`config.mk`:
```
export PLATFORM = sky130hd
export DESIGN_NAME = json_string_unescaper_flat
export DESIGN_NICKNAME = d
export VERILOG_FILES = /design/src/hdl/jsu_pkg.sv /design/src/hdl/jsu_stream_if.sv /design/src/hdl/jsu_decode.sv /design/src/hdl/jsu_result_fifo.sv /design/src/hdl/json_string_unescaper.sv /design/src/flat_wrapper.sv
export SDC_FILE = /design/constraint.sdc
export NUM_CORES = 1
export LEC_CHECK = 0
export ABC_AREA = 1
export BUFFER_PORTS_ARGS = -buffer_cell sky130_fd_sc_hd__buf_2
export CAP_MARGIN = 20
export CORE_MARGIN = 3
export CORE_UTILIZATION = 40
export DETAILED_ROUTE_END_ITERATION = 10
export PLACE_DENSITY = 0.63
export SYNTH_ARGS = -nofsm -noshare
export SYNTH_HDL_FRONTEND = slang
export SYNTH_SLANG_ARGS = --single-unit
```
`constraint.sdc`:
```
create_clock -name clock -period 3.31 [get_ports clock]
set_input_delay 0.331 -clock clock [delete_from_list [all_inputs] [get_ports clock]]
set_output_delay 0.331 -clock clock [all_outputs]
set_load 0.005 [all_outputs]
```
`src/hdl/jsu_pkg.sv`:
```
`timescale 1ns / 1ps
// Shared types, codes and helper functions for the JSON string unescaper.
// No dependencies; every other file imports this package.
package jsu_pkg;

   localparam int unsigned FifoDepth = 4;
   localparam int unsigned FifoAddrW = $clog2(FifoDepth);
   localparam int unsigned FifoCntW  = $clog2(FifoDepth + 1);

   localparam logic [7:0] CTRL_LIMIT = 8'h20;
   localparam logic [7:0] CH_QUOTE   = 8'h22;
   localparam logic [7:0] CH_BSLASH  = 8'h5C;
   localparam logic [7:0] CH_SLASH   = 8'h2F;
   localparam logic [7:0] CH_B       = 8'h62;
   localparam logic [7:0] CH_F       = 8'h66;
   localparam logic [7:0] CH_N       = 8'h6E;
   localparam logic [7:0] CH_R       = 8'h72;
   localparam logic [7:0] CH_T       = 8'h74;
   localparam logic [7:0] CH_U       = 8'h75;
   localparam logic [7:0] BYTE_BS    = 8'h08;
   localparam logic [7:0] BYTE_FF    = 8'h0C;
   localparam logic [7:0] BYTE_LF    = 8'h0A;
   localparam logic [7:0] BYTE_CR    = 8'h0D;
   localparam logic [7:0] BYTE_TAB   = 8'h09;

   typedef enum logic [1:0] {
      ST_DATA   = 2'd0,
      ST_DONE   = 2'd1,
      ST_DECODE = 2'd2,
      ST_CTRL   = 2'd3
   } status_type;

   typedef struct packed {
      logic [7:0] out_byte;
      status_type status;
      logic       last;
   } rsp_item_type;

   typedef struct packed {
      logic [1:0]   count;
      rsp_item_type first;
      rsp_item_type second;
   } dec_result_type;

   typedef struct packed {
      logic       ok;
      logic [3:0] value;
   } hex_digit_type;

   function automatic hex_digit_type hex_value(input logic [7:0] c);
      hex_digit_type h;
      h.ok    = 1'b1;
      h.value = 4'd0;
      if (c >= 8'h30 && c <= 8'h39) begin
         h.value = c[3:0];
      end else if ((c >= 8'h41 && c <= 8'h46) || (c >= 8'h61 && c <= 8'h66)) begin
         h.value = c[3:0] + 4'd9;
      end else begin
         h.ok = 1'b0;
      end
      return h;
   endfunction

   function automatic rsp_item_type make_rsp(input logic [7:0] b, input status_type s,
                                              input logic l);
      rsp_item_type r;
      r.out_byte = b;
      r.status   = s;
      r.last     = l;
      return r;
   endfunction

endpackage

```
`src/hdl/jsu_stream_if.sv`:
```
`timescale 1ns / 1ps
// Valid/ready channel interfaces for raw input bytes and decoded results.
// Depends on jsu_pkg for the status type.
interface jsu_req_if;
   logic       valid;
   logic       ready;
   logic [7:0] in_byte;
   logic       string_start;

   modport source (output valid, in_byte, string_start, input ready);
   modport sink   (input valid, in_byte, string_start, output ready);
endinterface

interface jsu_rsp_if;
   import jsu_pkg::*;
   logic       valid;
   logic       ready;
   logic [7:0] out_byte;
   status_type status;
   logic       last;

   modport source (output valid, out_byte, status, last, input ready);
   modport sink   (input valid, out_byte, status, last, output ready);
endinterface

```
`src/hdl/jsu_decode.sv`:
```
`timescale 1ns / 1ps
// Unescape state registers and the per-byte decode logic.
// Depends on jsu_pkg; produces up to two results per accepted byte.
module jsu_decode (
   input  logic                    clock,
   input  logic                    reset,
   input  logic                    fire,
   input  logic [7:0]              in_byte,
   input  logic                    string_start,
   output jsu_pkg::dec_result_type dec
);
   import jsu_pkg::*;

   typedef enum logic [1:0] {
      MODE_IDLE = 2'd0,
      MODE_STR  = 2'd1,
      MODE_ESC  = 2'd2,
      MODE_HEX  = 2'd3
   } mode_type;

   mode_type      mode_ff, mode_in;
   logic [1:0]    hex_count_ff, hex_count_in;
   logic [11:0]   hex_accum_ff, hex_accum_in;
   hex_digit_type hd;
   logic [15:0]   code;

   always_comb begin
      hd   = hex_value(in_byte);
      code = {hex_accum_ff, hd.value};
      mode_in      = mode_ff;
      hex_count_in = hex_count_ff;
      hex_accum_in = hex_accum_ff;
      dec.count    = 2'd0;
      dec.first    = make_rsp(8'h00, ST_DATA, 1'b1);
      dec.second   = make_rsp(8'h00, ST_DATA, 1'b1);
      if (string_start) begin
         mode_in      = MODE_STR;
         hex_count_in = 2'd0;
         hex_accum_in = 12'd0;
      end else if (mode_ff != MODE_IDLE) begin
         if (in_byte < CTRL_LIMIT) begin
            mode_in   = MODE_IDLE;
            dec.count = 2'd1;
            dec.first = make_rsp(8'h00, ST_CTRL, 1'b1);
         end else begin
            case (mode_ff)
               MODE_STR: begin
                  if (in_byte == CH_QUOTE) begin
                     mode_in   = MODE_IDLE;
                     dec.count = 2'd1;
                     dec.first = make_rsp(8'h00, ST_DONE, 1'b1);
                  end else if (in_byte == CH_BSLASH) begin
                     mode_in = MODE_ESC;
                  end else begin
                     dec.count = 2'd1;
                     dec.first = make_rsp(in_byte, ST_DATA, 1'b1);
                  end
               end
               MODE_ESC: begin
                  mode_in   = MODE_STR;
                  dec.count = 2'd1;
                  case (in_byte)
                     CH_QUOTE, CH_BSLASH, CH_SLASH: dec.first = make_rsp(in_byte, ST_DATA, 1'b1);
                     CH_B: dec.first = make_rsp(BYTE_BS, ST_DATA, 1'b1);
                     CH_F: dec.first = make_rsp(BYTE_FF, ST_DATA, 1'b1);
                     CH_N: dec.first = make_rsp(BYTE_LF, ST_DATA, 1'b1);
                     CH_R: dec.first = make_rsp(BYTE_CR, ST_DATA, 1'b1);
                     CH_T: dec.first = make_rsp(BYTE_TAB, ST_DATA, 1'b1);
                     CH_U: begin
                        mode_in      = MODE_HEX;
                        hex_count_in = 2'd0;
                        hex_accum_in = 12'd0;
                        dec.count    = 2'd0;
                     end
                     default: begin
                        mode_in   = MODE_IDLE;
                        dec.first = make_rsp(8'h00, ST_DECODE, 1'b1);
                     end
                  endcase
               end
               MODE_HEX: begin
                  if (!hd.ok) begin
                     mode_in   = MODE_IDLE;
                     dec.count = 2'd1;
                     dec.first = make_rsp(8'h00, ST_DECODE, 1'b1);
                  end else if (hex_count_ff != 2'd3) begin
                     hex_accum_in = code[11:0];
                     hex_count_in = hex_count_ff + 2'd1;
                  end else begin
                     hex_count_in = 2'd0;
                     hex_accum_in = 12'd0;
                     dec.count    = 2'd1;
                     if (code[15:5] == 11'd0) begin
                        mode_in   = MODE_IDLE;
                        dec.first = make_rsp(8'h00, ST_CTRL, 1'b1);
                     end else begin
                        mode_in = MODE_STR;
                        if (code[15:8] == 8'd0) begin
                           dec.first = make_rsp(code[7:0], ST_DATA, 1'b1);
                        end else begin
                           dec.count  = 2'd2;
                           dec.first  = make_rsp(code[15:8], ST_DATA, 1'b0);
                           dec.second = make_rsp(code[7:0], ST_DATA, 1'b1);
                        end
                     end
                  end
               end
               default: begin
                  mode_in = MODE_IDLE;
               end
            endcase
         end
      end
   end

   always_ff @(posedge clock) begin
      if (reset) begin
         mode_ff      <= MODE_IDLE;
         hex_count_ff <= 2'd0;
         hex_accum_ff <= 12'd0;
      end else if (fire) begin
         mode_ff      <= mode_in;
         hex_count_ff <= hex_count_in;
         hex_accum_ff <= hex_accum_in;
      end
   end

endmodule

```
`src/hdl/jsu_result_fifo.sv`:
```
`timescale 1ns / 1ps
// Result queue: takes up to two results per cycle, hands out one per cycle while out_ready is high.
// Depends on jsu_pkg for the result and decode types.
module jsu_result_fifo (
   input  logic                    clock,
   input  logic                    reset,
   input  logic                    push,
   input  jsu_pkg::dec_result_type dec,
   output logic                    room,
   output logic                    out_valid,
   input  logic                    out_ready,
   output jsu_pkg::rsp_item_type   out_item
);
   import jsu_pkg::*;

   rsp_item_type           mem_ff [FifoDepth];
   logic [FifoAddrW-1:0]   wr_ptr_ff, wr_ptr_in;
   logic [FifoAddrW-1:0]   rd_ptr_ff, rd_ptr_in;
   logic [FifoCntW-1:0]    count_ff, count_in;
   logic [FifoCntW-1:0]    n_push;
   logic                   pop;

   always_comb begin
      pop       = out_valid && out_ready;
      n_push    = push ? FifoCntW'(dec.count) : '0;
      wr_ptr_in = wr_ptr_ff + FifoAddrW'(n_push);
      rd_ptr_in = rd_ptr_ff + FifoAddrW'(pop);
      count_in  = count_ff + n_push - FifoCntW'(pop);
   end

   assign room      = count_ff <= FifoCntW'(FifoDepth - 2);
   assign out_valid = count_ff != '0;
   assign out_item  = mem_ff[rd_ptr_ff];

   always_ff @(posedge clock) begin
      if (reset) begin
         wr_ptr_ff <= '0;
         rd_ptr_ff <= '0;
         count_ff  <= '0;
      end else begin
         wr_ptr_ff <= wr_ptr_in;
         rd_ptr_ff <= rd_ptr_in;
         count_ff  <= count_in;
      end
   end

   always_ff @(posedge clock) begin
      if (push && dec.count != 2'd0) begin
         mem_ff[wr_ptr_ff] <= dec.first;
      end
      if (push && dec.count == 2'd2) begin
         mem_ff[wr_ptr_ff + FifoAddrW'(1)] <= dec.second;
      end
   end

endmodule

```
`src/hdl/json_string_unescaper.sv`:
```
`timescale 1ns / 1ps
// JSON string unescaper top level: byte decoder feeding a four-entry result queue.
// Depends on jsu_pkg, jsu_stream_if, jsu_decode and jsu_result_fifo.
//
// Takes one raw byte per transaction, opening quote flagged by string_start, and
// returns decoded bytes, completion and error reports, one per transaction with
// last set on the final result of each input byte. A byte is decoded in the cycle
// it is accepted and its results are queued. Input throughput is one byte per
// cycle while the queue has room; a \u code above 0xFF yields two results, and
// since the output drains one result per cycle while rsp_ch.ready is high, the
// queue then limits the rate. req_ch.ready is high while the queue has room for
// two results, so input is taken while earlier results still wait on rsp_ch.
module json_string_unescaper (
   input  logic clock,
   input  logic reset,
   jsu_req_if.sink   req_ch,
   jsu_rsp_if.source rsp_ch
);
   import jsu_pkg::*;

   dec_result_type dec;
   rsp_item_type   head;
   logic           room;
   logic           fire;

   assign req_ch.ready = room;
   assign fire         = req_ch.valid && room;

   jsu_decode u_decode (
      .clock        (clock),
      .reset        (reset),
      .fire         (fire),
      .in_byte      (req_ch.in_byte),
      .string_start (req_ch.string_start),
      .dec          (dec)
   );

   jsu_result_fifo u_fifo (
      .clock     (clock),
      .reset     (reset),
      .push      (fire),
      .dec       (dec),
      .room      (room),
      .out_valid (rsp_ch.valid),
      .out_ready (rsp_ch.ready),
      .out_item  (head)
   );

   assign rsp_ch.out_byte = head.out_byte;
   assign rsp_ch.status   = head.status;
   assign rsp_ch.last     = head.last;

endmodule
```
`src/flat_wrapper.sv`:
```
// flat-port wrapper written by rule: the top's interface ports become plain ports
module json_string_unescaper_flat import jsu_pkg::*;
  (clock, reset, req_ch_valid, req_ch_in_byte, req_ch_string_start, req_ch_ready, rsp_ch_valid, rsp_ch_out_byte, rsp_ch_status, rsp_ch_last, rsp_ch_ready);
  jsu_req_if req_ch_i ();
  jsu_rsp_if rsp_ch_i ();
  input  logic clock;
  input  logic reset;
  input wire logic [$bits(req_ch_i.valid)-1:0] req_ch_valid;
  input wire logic [$bits(req_ch_i.in_byte)-1:0] req_ch_in_byte;
  input wire logic [$bits(req_ch_i.string_start)-1:0] req_ch_string_start;
  output wire logic [$bits(req_ch_i.ready)-1:0] req_ch_ready;
  output wire logic [$bits(rsp_ch_i.valid)-1:0] rsp_ch_valid;
  output wire logic [$bits(rsp_ch_i.out_byte)-1:0] rsp_ch_out_byte;
  output wire logic [$bits(rsp_ch_i.status)-1:0] rsp_ch_status;
  output wire logic [$bits(rsp_ch_i.last)-1:0] rsp_ch_last;
  input wire logic [$bits(rsp_ch_i.ready)-1:0] rsp_ch_ready;
  assign req_ch_i.valid = req_ch_valid;
  assign req_ch_i.in_byte = req_ch_in_byte;
  assign req_ch_i.string_start = req_ch_string_start;
  assign req_ch_ready = req_ch_i.ready;
  assign rsp_ch_valid = rsp_ch_i.valid;
  assign rsp_ch_out_byte = rsp_ch_i.out_byte;
  assign rsp_ch_status = rsp_ch_i.status;
  assign rsp_ch_last = rsp_ch_i.last;
  assign rsp_ch_i.ready = rsp_ch_ready;
  json_string_unescaper u_core (.clock(clock), .reset(reset), .req_ch(req_ch_i), .rsp_ch(rsp_ch_i));
endmodule
```
* Word-level counts from Yosys, hierarchy flattened *
Memory sizes are Yosys's and may differ from the RTL's. A register that Yosys moved wholly into a read port is not among the register bits.
Cells that the tools add are included.

word-level totals
  memories kept = 1
  bits in writable memories = 44
  register bits after elaboration = 23
  latch bits = 0
  output and inout bits = 13
  bits of input ports = 13
  bits in read-only memories = 0

operators by class
  order comparisons = 8
  $mul = 0
  shift operators = 0
  reductions and logical operators = 19
  multiplexer cells = 53
  div/mod/pow operators = 0
  add/sub/neg operators = 7
  equality and inequality tests = 19
  bitwise gates (word level) = 0

memory list
  memory                depth  bits a word  read ports  clocked after Yosys merged registers in  write ports  line                   text
  u_core.u_fifo.mem_ff  4      11           1           1                                        2            jsu_result_fifo.sv:16  rsp_item_type mem_ff [FifoDepth];

operators with widths
  cell                number
  $mux 12             8
  $mux 11             7
  $pmux 11 s7         1
  $mux 24             3
  $eq 8x7->1 const B  7
  $pmux 13 s3         1
  $mux 2              17
  $mux 13             2
  $pmux 12 s2         1
  $eq 8x6->1 const B  2
  $ge 8x7->1 const B  2
  $le 8x7->1 const B  2
  $logic_not 11->1    1
  $ne 5x5->1 const B  2
  $ge 8x6->1 const B  1
  $le 8x6->1 const B  1
  $logic_not 8->1     1
  $lt 8x6->1 const B  1
  $mux 1              8
  $mux 4              2
  $pmux 2 s2          2
  $reduce_or 8->1     1
  $logic_and 1x1->1   7
  $eq 2x2->1 const B  3
  17 further kinds    23

* Logic depth before layout (Yosys ltp) *
Gate-level depths: netlist of the first run.

  word-level depth = 17
  mapped depth = 18
  mapped depth without buffers = 18

* By module *
From an unflattened synthesis of the first run, not the netlist that was laid out.

unflattened totals
  cells, all modules = 629
  area, all modules = 4,473.0 um^2

modules (own cells, without submodules)
  module                 sequential area each (um^2)  cells each  area each (um^2)  times used
  jsu_result_fifo        1,461.4                      282         2,650.0           1
  jsu_decode             320.3                        345         1,815.5           1
  json_string_unescaper  0.0                          2           7.5               1

* Worst setup path after synthesis of the first run *
No wires, ideal clock.

  path kind = input-to-reg
  start = in req_ch_in_byte[1]
  end = reg u_core.u_fifo.count_ff[2]
  stages = 18
  path buffers = 0
  path slack = 0.902 ns
  data arrival time = 2.281 ns
  cells stage by stage = inv_1 -> ha_1 -> inv_1 -> nand3_1 -> nand2_1 -> nand2_1 -> nand2_1 -> nand4_1 -> nand2_1 -> nand3_2 -> ha_1 -> inv_1 -> ha_1 -> inv_1 -> fa_1 -> xor2_1 -> inv_1 -> nor2_1

between the ends
  longest elaborated chain between the ends = 13

ends and longest elaborated chain
  what                                      line                   text
  start: declaration                        flat_wrapper.sv:9      input wire logic [$bits(req_ch_i.in_byte)-1:0] req_ch_in_byte;
  $ge 8x7->1 or $le 8x7->1 (tied branches)  jsu_pkg.sv:56          end else if ((c >= 8'h41 && c <= 8'h46) || (c >= 8'h61 && c <= 8'h66)) begin
  $logic_and 1x1->1                         jsu_pkg.sv:56
  $logic_or 1x1->1                          jsu_pkg.sv:56
  $mux 1                                    jsu_pkg.sv:56
  $mux 1                                    jsu_pkg.sv:54          if (c >= 8'h30 && c <= 8'h39) begin
  $mux 13                                   jsu_decode.sv:82       if (!hd.ok) begin
  $pmux 13 s3                               jsu_decode.sv:46       case (mode_ff)
  $mux 13 (*)                               jsu_decode.sv:41       if (in_byte < CTRL_LIMIT) begin
  $mux 24 (*)                               jsu_decode.sv:40       end else if (mode_ff != MODE_IDLE) begin
  $mux 24 (*)                               jsu_decode.sv:36       if (string_start) begin
  $mux 2 (*)                                jsu_result_fifo.sv:25  n_push = push ? FifoCntW'(dec.count) : '0;
  $add 3x2->3 (*)                           jsu_result_fifo.sv:28  count_in = count_ff + n_push - FifoCntW'(pop);
  $sub 3x1->3 (*)                           jsu_result_fifo.sv:28
  end signal: assignment                    jsu_result_fifo.sv:43  count_ff <= count_in;
  end: declaration                          jsu_result_fifo.sv:19  logic [FifoCntW-1:0] count_ff, count_in;

Every way passes the cells marked *; elsewhere a longest branch is shown, timed or not.
A chain may end at the register's enable or synchronous reset.

* Worst setup path in the final report of the first run *
  start = reg u_core.u_decode.hex_count_ff[0]
  end = reg u_core.u_fifo.count_ff[2]

between the ends
  longest elaborated chain between the ends = 10

ends and longest elaborated chain
  what                      line                   text
  start: declaration        jsu_decode.sv:22       logic [1:0] hex_count_ff, hex_count_in;
  start signal: assignment  jsu_decode.sv:123      hex_count_ff <= hex_count_in;
  $ne 2x2->1                jsu_decode.sv:86       end else if (hex_count_ff != 2'd3) begin
  $mux 24                   jsu_decode.sv:86
  $mux 13                   jsu_decode.sv:82
  $pmux 13 s3               jsu_decode.sv:46
  $mux 13                   jsu_decode.sv:41
  $mux 24                   jsu_decode.sv:40
  $mux 24                   jsu_decode.sv:36
  $mux 2                    jsu_result_fifo.sv:25
  $add 3x2->3               jsu_result_fifo.sv:28
  $sub 3x1->3               jsu_result_fifo.sv:28

Every way passes these cells.

==> impl_metrics.csv, run 1 <==
group,metric,value,unit
placement,place_ws,0.4626,ns
placement,place_hpwl,8826,µm
sta,rsz0062_at_grt,"no",
clocking,clkSinkCount,67,
layout,areaGrowthSynthToFinish,11.19,%
layout,fin_cells,751,
clocking,cts_tree,"done",
placement,place_area,4449,µm²
yosys,synth_warnings,0,
route,vias,4025,
yosys,synth_edf_count,32,
layout,final_cell_mix,"nand2_1, nor2_1, inv_1",
route,wire_per_inst,15.28,µm
sta,period_minus_slack,2.706,ns
global_routing,grt_pass1_vias,3836,
clocking,hold_buffers,0,
floorplan,placementRows,36,
layout,layout_commonest_cell,"nand2_1",
setup_path,worstPathMaxFanout,13,
yosys,ys_seq_area_share,39.72,%
sta,worst_pin_slew,0.5978,ns
setup_path,path_buf_inv,3,
setup_path,path_class,"flip-flop to flip-flop",
sta,relSlewSlack,60.10,%
yosys,syn_inst,586,
sta,setup_ws,0.6040,ns
placement,dp.cells,735,
setup_path,critPathMaxStageDelay,0.45,ns
yosys,synth_fp_nets,610,
floorplan,start_util,42.02,%
sta,fmax,369.5,MHz
layout,fin_nets,637,
setup_path,required,3.54,ns
route,drc,0,
route,vias_per_cell,5.360,
route,ant_nets,0,
yosys,ys_ff_latch,67,
placement,gp_congestion,0.9300,
setup_path,cp_top_family,"adder cells",
sta,hold-worst-slack,0.3431,ns
clocking,cts_max_level,3,
floorplan,coreArea,9955,µm²
floorplan,die_h,108.3,µm
clocking,cts_made_buffers,9,
route,dr.pass1.iters,8,
sta,finClkSkew,0.01016,ns
yosys,synthArstFlopShare,0,%
yosys,synth_area,4183,µm²
clocking,root_buffer,"clkbuf_8",
clocking,cts.repair.resized,0,
floorplan,fp.dieArea,11720,µm²
sta,finalSetupViolCount,0,
clocking,cts_post_setup_buffers_inserted,0,
setup_path,endpoint_kind,"flip-flop",
run,maxCapViolations,0,
floorplan,die_w,108.3,µm
yosys,syn_area_per_cell,7.138,µm²
global_routing,grt_pass1_wl,18930,µm
sta,hold_viol_final,0,
sta,slew_viol_final,0,
setup_path,crit_chain,"ha_1, inv_1, nor4_2, nand2_1, inv_2, nand2_4, ha_1, fa_1, xor2_1, inv_1, nor2_1",
route,drt_wl_total,11480,µm
layout,diodes,0,
setup_path,cp.arrival,2.94,ns
global_routing,grt_use_total,20.48,%
yosys,synth_ff_type,"dfxtp_1",
placement,io_buffers,25,
layout,fin_area,4651,µm²
route,dr.first_iter.drc_count,401,
sta,setup_tns,0,ns
global_routing,antenna_found_initial,0,
yosys,synth.distinct_cells,37,
sta,finalCritPeriodShare,81.75,%
clocking,clkTransAtPathRegs,0.08,ns
global_routing,grt_max_degree,25,
power,power_leakage,2.099,nW
setup_path,startpoint_type,"flip-flop",
clocking,clock_path_buffers,2,
min_path,worst_hold_path_type,"input port to flip-flop",
setup_path,critPathSlowestCell,"fa_1",
power,irDropWorstVdd,265.7,µV
outcome,outcome,"complete, no violations",
power,power.total,2.403,mW
global_routing,grt_remaining_overflow,0,
layout,n_fill_cell,1000,
layout,drive_above_1_share,13.59,%
clocking,insertion_delay,0.35,ns
floorplan,io_pins,26,
power,p_per_area,516.6,nW/µm²
layout,postLayoutCoreUtil,46.72,%
## power by group
group          internal, mW  switching (mW)
Sequential            0.922          0.0518
Combinational         0.274           0.456
Clock                 0.352           0.347
## path summary, 6_finish.rpt
kind / startpoint / slack, ns / to / cells after the start
worst min register to register: u_core.u_decode.hex_accum_ff[11] / 0.47 / u_core.u_decode.hex_accum_ff[11] / 2
worst max register to register: u_core.u_decode.hex_count_ff[0] / 0.60 / u_core.u_fifo.count_ff[2] / 11
worst min-delay path: reset / 0.34 / u_core.u_fifo.count_ff[1] / 2
worst max-delay path: u_core.u_decode.hex_count_ff[0] / 0.60 / u_core.u_fifo.count_ff[2] / 11
## cell usage after synthesis (2+ instances only)
library cell | instances | area share [%]
a21oi_1 | 26 | 3.1
dfxtp_1 | 35 | 17
and2_1 | 2 | 0.30
nand2_1 | 149 | 13
o21a_1 | 2 | 0.36
nor2_1 | 80 | 7.2
edfxtp_1 | 32 | 23
clkbuf_1 | 9 | 0.81
o22ai_1 | 25 | 3.7
nand2_4 | 6 | 1.6
inv_2 | 11 | 0.99
ha_1 | 10 | 3.0
nand3_1 | 40 | 4.8
a31oi_1 | 3 | 0.45
o21ai_0 | 51 | 6.1
nand4_1 | 9 | 1.3
nor2_2 | 3 | 0.45
nor3_1 | 6 | 0.72
xnor2_1 | 3 | 0.63
o21ai_1 | 5 | 0.60
nand3_2 | 5 | 1.2
nor4_2 | 2 | 0.60
inv_1 | 52 | 4.7
nor3_2 | 2 | 0.48
buf_2 | 2 | 0.24
nand2_2 | 4 | 0.60
buf_4 | 2 | 0.36
## worst register-to-register path: stages (launching register included)
cell	delay [ns]
dfxtp_1	0.35
ha_1	0.25
inv_1	0.18
nor4_2	0.35
nand2_1	0.10
inv_2	0.21
nand2_4	0.12
ha_1	0.32
fa_1	0.45
xor2_1	0.18
inv_1	0.06
nor2_1	0.03
## logic make-up (layout without fill, tap and decap cells)
| logic type | after synthesis | after routing | share of synthesized area [%] |
|---|---|---|---|
| buf+inv | 77 | 109 | 7.149 |
| xor+xnor | 5 | 5 | 1.227 |
| simple gates | 310 | 310 | 33.29 |
| flops | 67 | 67 | 39.72 |
| fa+ha+maj | 11 | 11 | 3.470 |
| compound gates | 116 | 116 | 15.14 |
## area by class of cell
class | count | area (µm²) | share of cell area, %
clock buffers | 9 | 123.9 | 2.663
clock inverters | 7 | 77.57 | 1.668
inverters | 63 | 236.5 | 5.085
multi-input cells | 442 | 2222 | 47.78
flip-flops and latches | 67 | 1662 | 35.73
well taps | 133 | 166.4 | 3.578
repair buffers | 30 | 162.7 | 3.497
## flip-flops by register name (all words and copies together) (netlist names)
name and flops:
u_core.u_decode.mode_ff 2, u_core.u_fifo.wr_ptr_ff 2, u_core.u_decode.hex_count_ff 2, u_core.u_decode.hex_accum_ff 12, u_core.u_fifo.rd_ptr_ff 2, u_core.u_fifo.count_ff 3
u_core.u_fifo.mem_ff 44
## layer usage
metal  vias to the layer above  track usage [%]  share of wire, %
li1                       2015                -                 -
met1                      1827            26.74                44
met2                       167            33.97                48
met3                        16            4.597               6.8
met4                         0            6.132               1.4
met5                         -                0                 0
No activity file was read; power rests on OpenSTA's default activity.
==> run 2: changes to the inputs <==
Settings changed: PLACE_DENSITY 0.63 to 0.66.
Clock period 3.31 ns to 2.4 ns, I/O delays scaled along.
==> run 2 against run 1 <==
Effect of this change:
- the flow now finishes with violations (setup timing)
- core utilization rose by 5.6 points
- clock skew fell by 0.0014 ns
- register-to-register slack got worse by 0.62 ns
==> impl_metrics.csv, run 2 (synthesis results as in run 1) <==
group,metric,value,unit
floorplan,coreArea,9955,µm²
setup_path,path_class,"flip-flop to flip-flop",
sta,finalSetupViolCount,1,
setup_path,required,2.68,ns
sta,hold_viol_final,0,
sta,finClkSkew,0.008759,ns
setup_path,critPathMaxStageDelay,0.33,ns
setup_path,cp_top_family,"simple AND/OR/NAND/NOR gates",
sta,worst_pin_slew,0.6354,ns
layout,final_cell_mix,"nand2_1, nor2_1, buf_4",
setup_path,endpoint_kind,"flip-flop",
setup_path,startpoint_type,"flip-flop",
placement,gp_congestion,0.9236,
setup_path,critPathSlowestCell,"dfxtp_2",
floorplan,start_util,42.02,%
floorplan,die_w,108.3,µm
global_routing,antenna_found_initial,0,
layout,largest_reg_flops,44,
placement,io_buffers,25,
clocking,cts_tree,"done",
outcome,violations,"setup timing",
clocking,insertion_delay,0.35,ns
placement,place_area,4967,µm²
sta,setup_tns,-0.01545,ns
layout,layout_commonest_cell,"nand2_1",
layout,fin_cells,821,
floorplan,fp.dieArea,11720,µm²
global_routing,grt_max_degree,24,
sta,setup_ws,-0.01545,ns
route,wire_per_inst,15.08,µm
floorplan,die_h,108.3,µm
route,ant_nets,0,
sta,rsz0062_at_grt,"yes",
layout,areaGrowthSynthToFinish,24.41,%
run,maxCapViolations,0,
min_path,worst_hold_path_type,"input port to flip-flop",
global_routing,grt_pass1_wl,20110,µm
route,vias,4306,
power,irDropWorstVdd,331.3,µV
placement,dp.cells,804,
route,dr.pass1.iters,5,
power,power_leakage,2.439,nW
clocking,clkSinkCount,67,
sta,finalCritPeriodShare,100.6,%
sta,relSlewSlack,57.60,%
layout,drive_above_1_share,24.71,%
floorplan,placementRows,36,
sta,fmax,414.0,MHz
layout,fin_nets,707,
clocking,root_buffer,"clkbuf_8",
layout,postLayoutCoreUtil,52.28,%
global_routing,grt_remaining_overflow,0,
layout,regMostFlops,"u_core.u_fifo.mem_ff",
power,p_per_area,643.9,nW/µm²
clocking,cts_made_buffers,9,
route,drt_wl_total,12380,µm
setup_path,path_buf_inv,3,
sta,hold-worst-slack,0.2535,ns
setup_path,worstPathMaxFanout,2,
floorplan,io_pins,26,
layout,diodes,0,
global_routing,grt_use_total,21.92,%
route,vias_per_cell,5.245,
global_routing,grt_pass1_vias,4082,
clocking,clock_path_buffers,2,
route,drc,0,
clocking,clkTransAtPathRegs,0.08,ns
route,dr.first_iter.drc_count,319,
placement,place_hpwl,9743,µm
setup_path,cp.arrival,2.70,ns
outcome,outcome,"finished, violations left",
sta,slew_viol_final,0,
layout,fin_area,5204,µm²
clocking,cts_max_level,3,
sta,period_minus_slack,2.415,ns
clocking,hold_buffers,0,
setup_path,crit_chain,"nor2_2, nand3_2, nor3_4, nand2_1, nand3_1, nor2_1, nand2_1, nand3_2, ha_4, inv_2, ha_4, inv_2, fa_2, xor2_1, inv_1, nor2_1",
layout,reg_top3,"u_core.u_fifo.mem_ff (44), u_core.u_decode.hex_accum_ff (12), u_core.u_fifo.count_ff (3)",
## run 2: per-stage QoR
stage / worst slack [ns] / power, mW
final: -0.01545 / 3.350
after global routing: -0.1229 / 3.580
after CTS: 0.01852 / 3.318
after detailed placement: -0.1807 / 2.456
after global placement: -0.1436 / 2.437
after floorplan: 0.07307 / 2.032
## run 2: where the power goes
group          switching [mW]  total, mW  internal [mW]
Sequential             0.0772       1.35           1.27
Combinational           0.673       1.13          0.460
Clock                   0.466      0.868          0.403
## run 2: final timing paths
path	startpoint	end	slack, ns	depth (start not counted)
max reg2reg	u_core.u_decode.hex_accum_ff[6]	u_core.u_fifo.count_ff[2]	-0.02	16
min	reset	u_core.u_fifo.count_ff[1]	0.25	2
max	u_core.u_decode.hex_accum_ff[6]	u_core.u_fifo.count_ff[2]	-0.02	16
min reg2reg	u_core.u_fifo.mem_ff[0][0]	u_core.u_fifo.mem_ff[0][0]	0.47	2
## run 2: cell type report
| class | instances | area, µm² |
|---|---|---|
| inverters | 63 | 236.5 |
| repair buffers | 100 | 688.2 |
| clock inverters | 6 | 37.54 |
| clock buffers | 10 | 137.6 |
| well taps | 133 | 166.4 |
| flip-flops and latches | 67 | 1665 |
| multi-input cells | 442 | 2272 |
| fillers | 1032 | 4751 |
## run 2: metal layers
metal / up-vias / part of all wire [%] / global-route usage [%]
met1: 2019 / 46 / 28.83
met4: 0 / 1.5 / 7.124
met5: - / 0 / 0
li1: 2154 / - / -
met2: 113 / 48 / 37.17
met3: 20 / 4.7 / 3.104
## run 2: what timing repair did
item	in CTS	in global routing
resized for setup	2	16
pin swaps	0	7
gates cloned	0	0
setup buffers	0	1
endpoints found under the setup margin	1	4
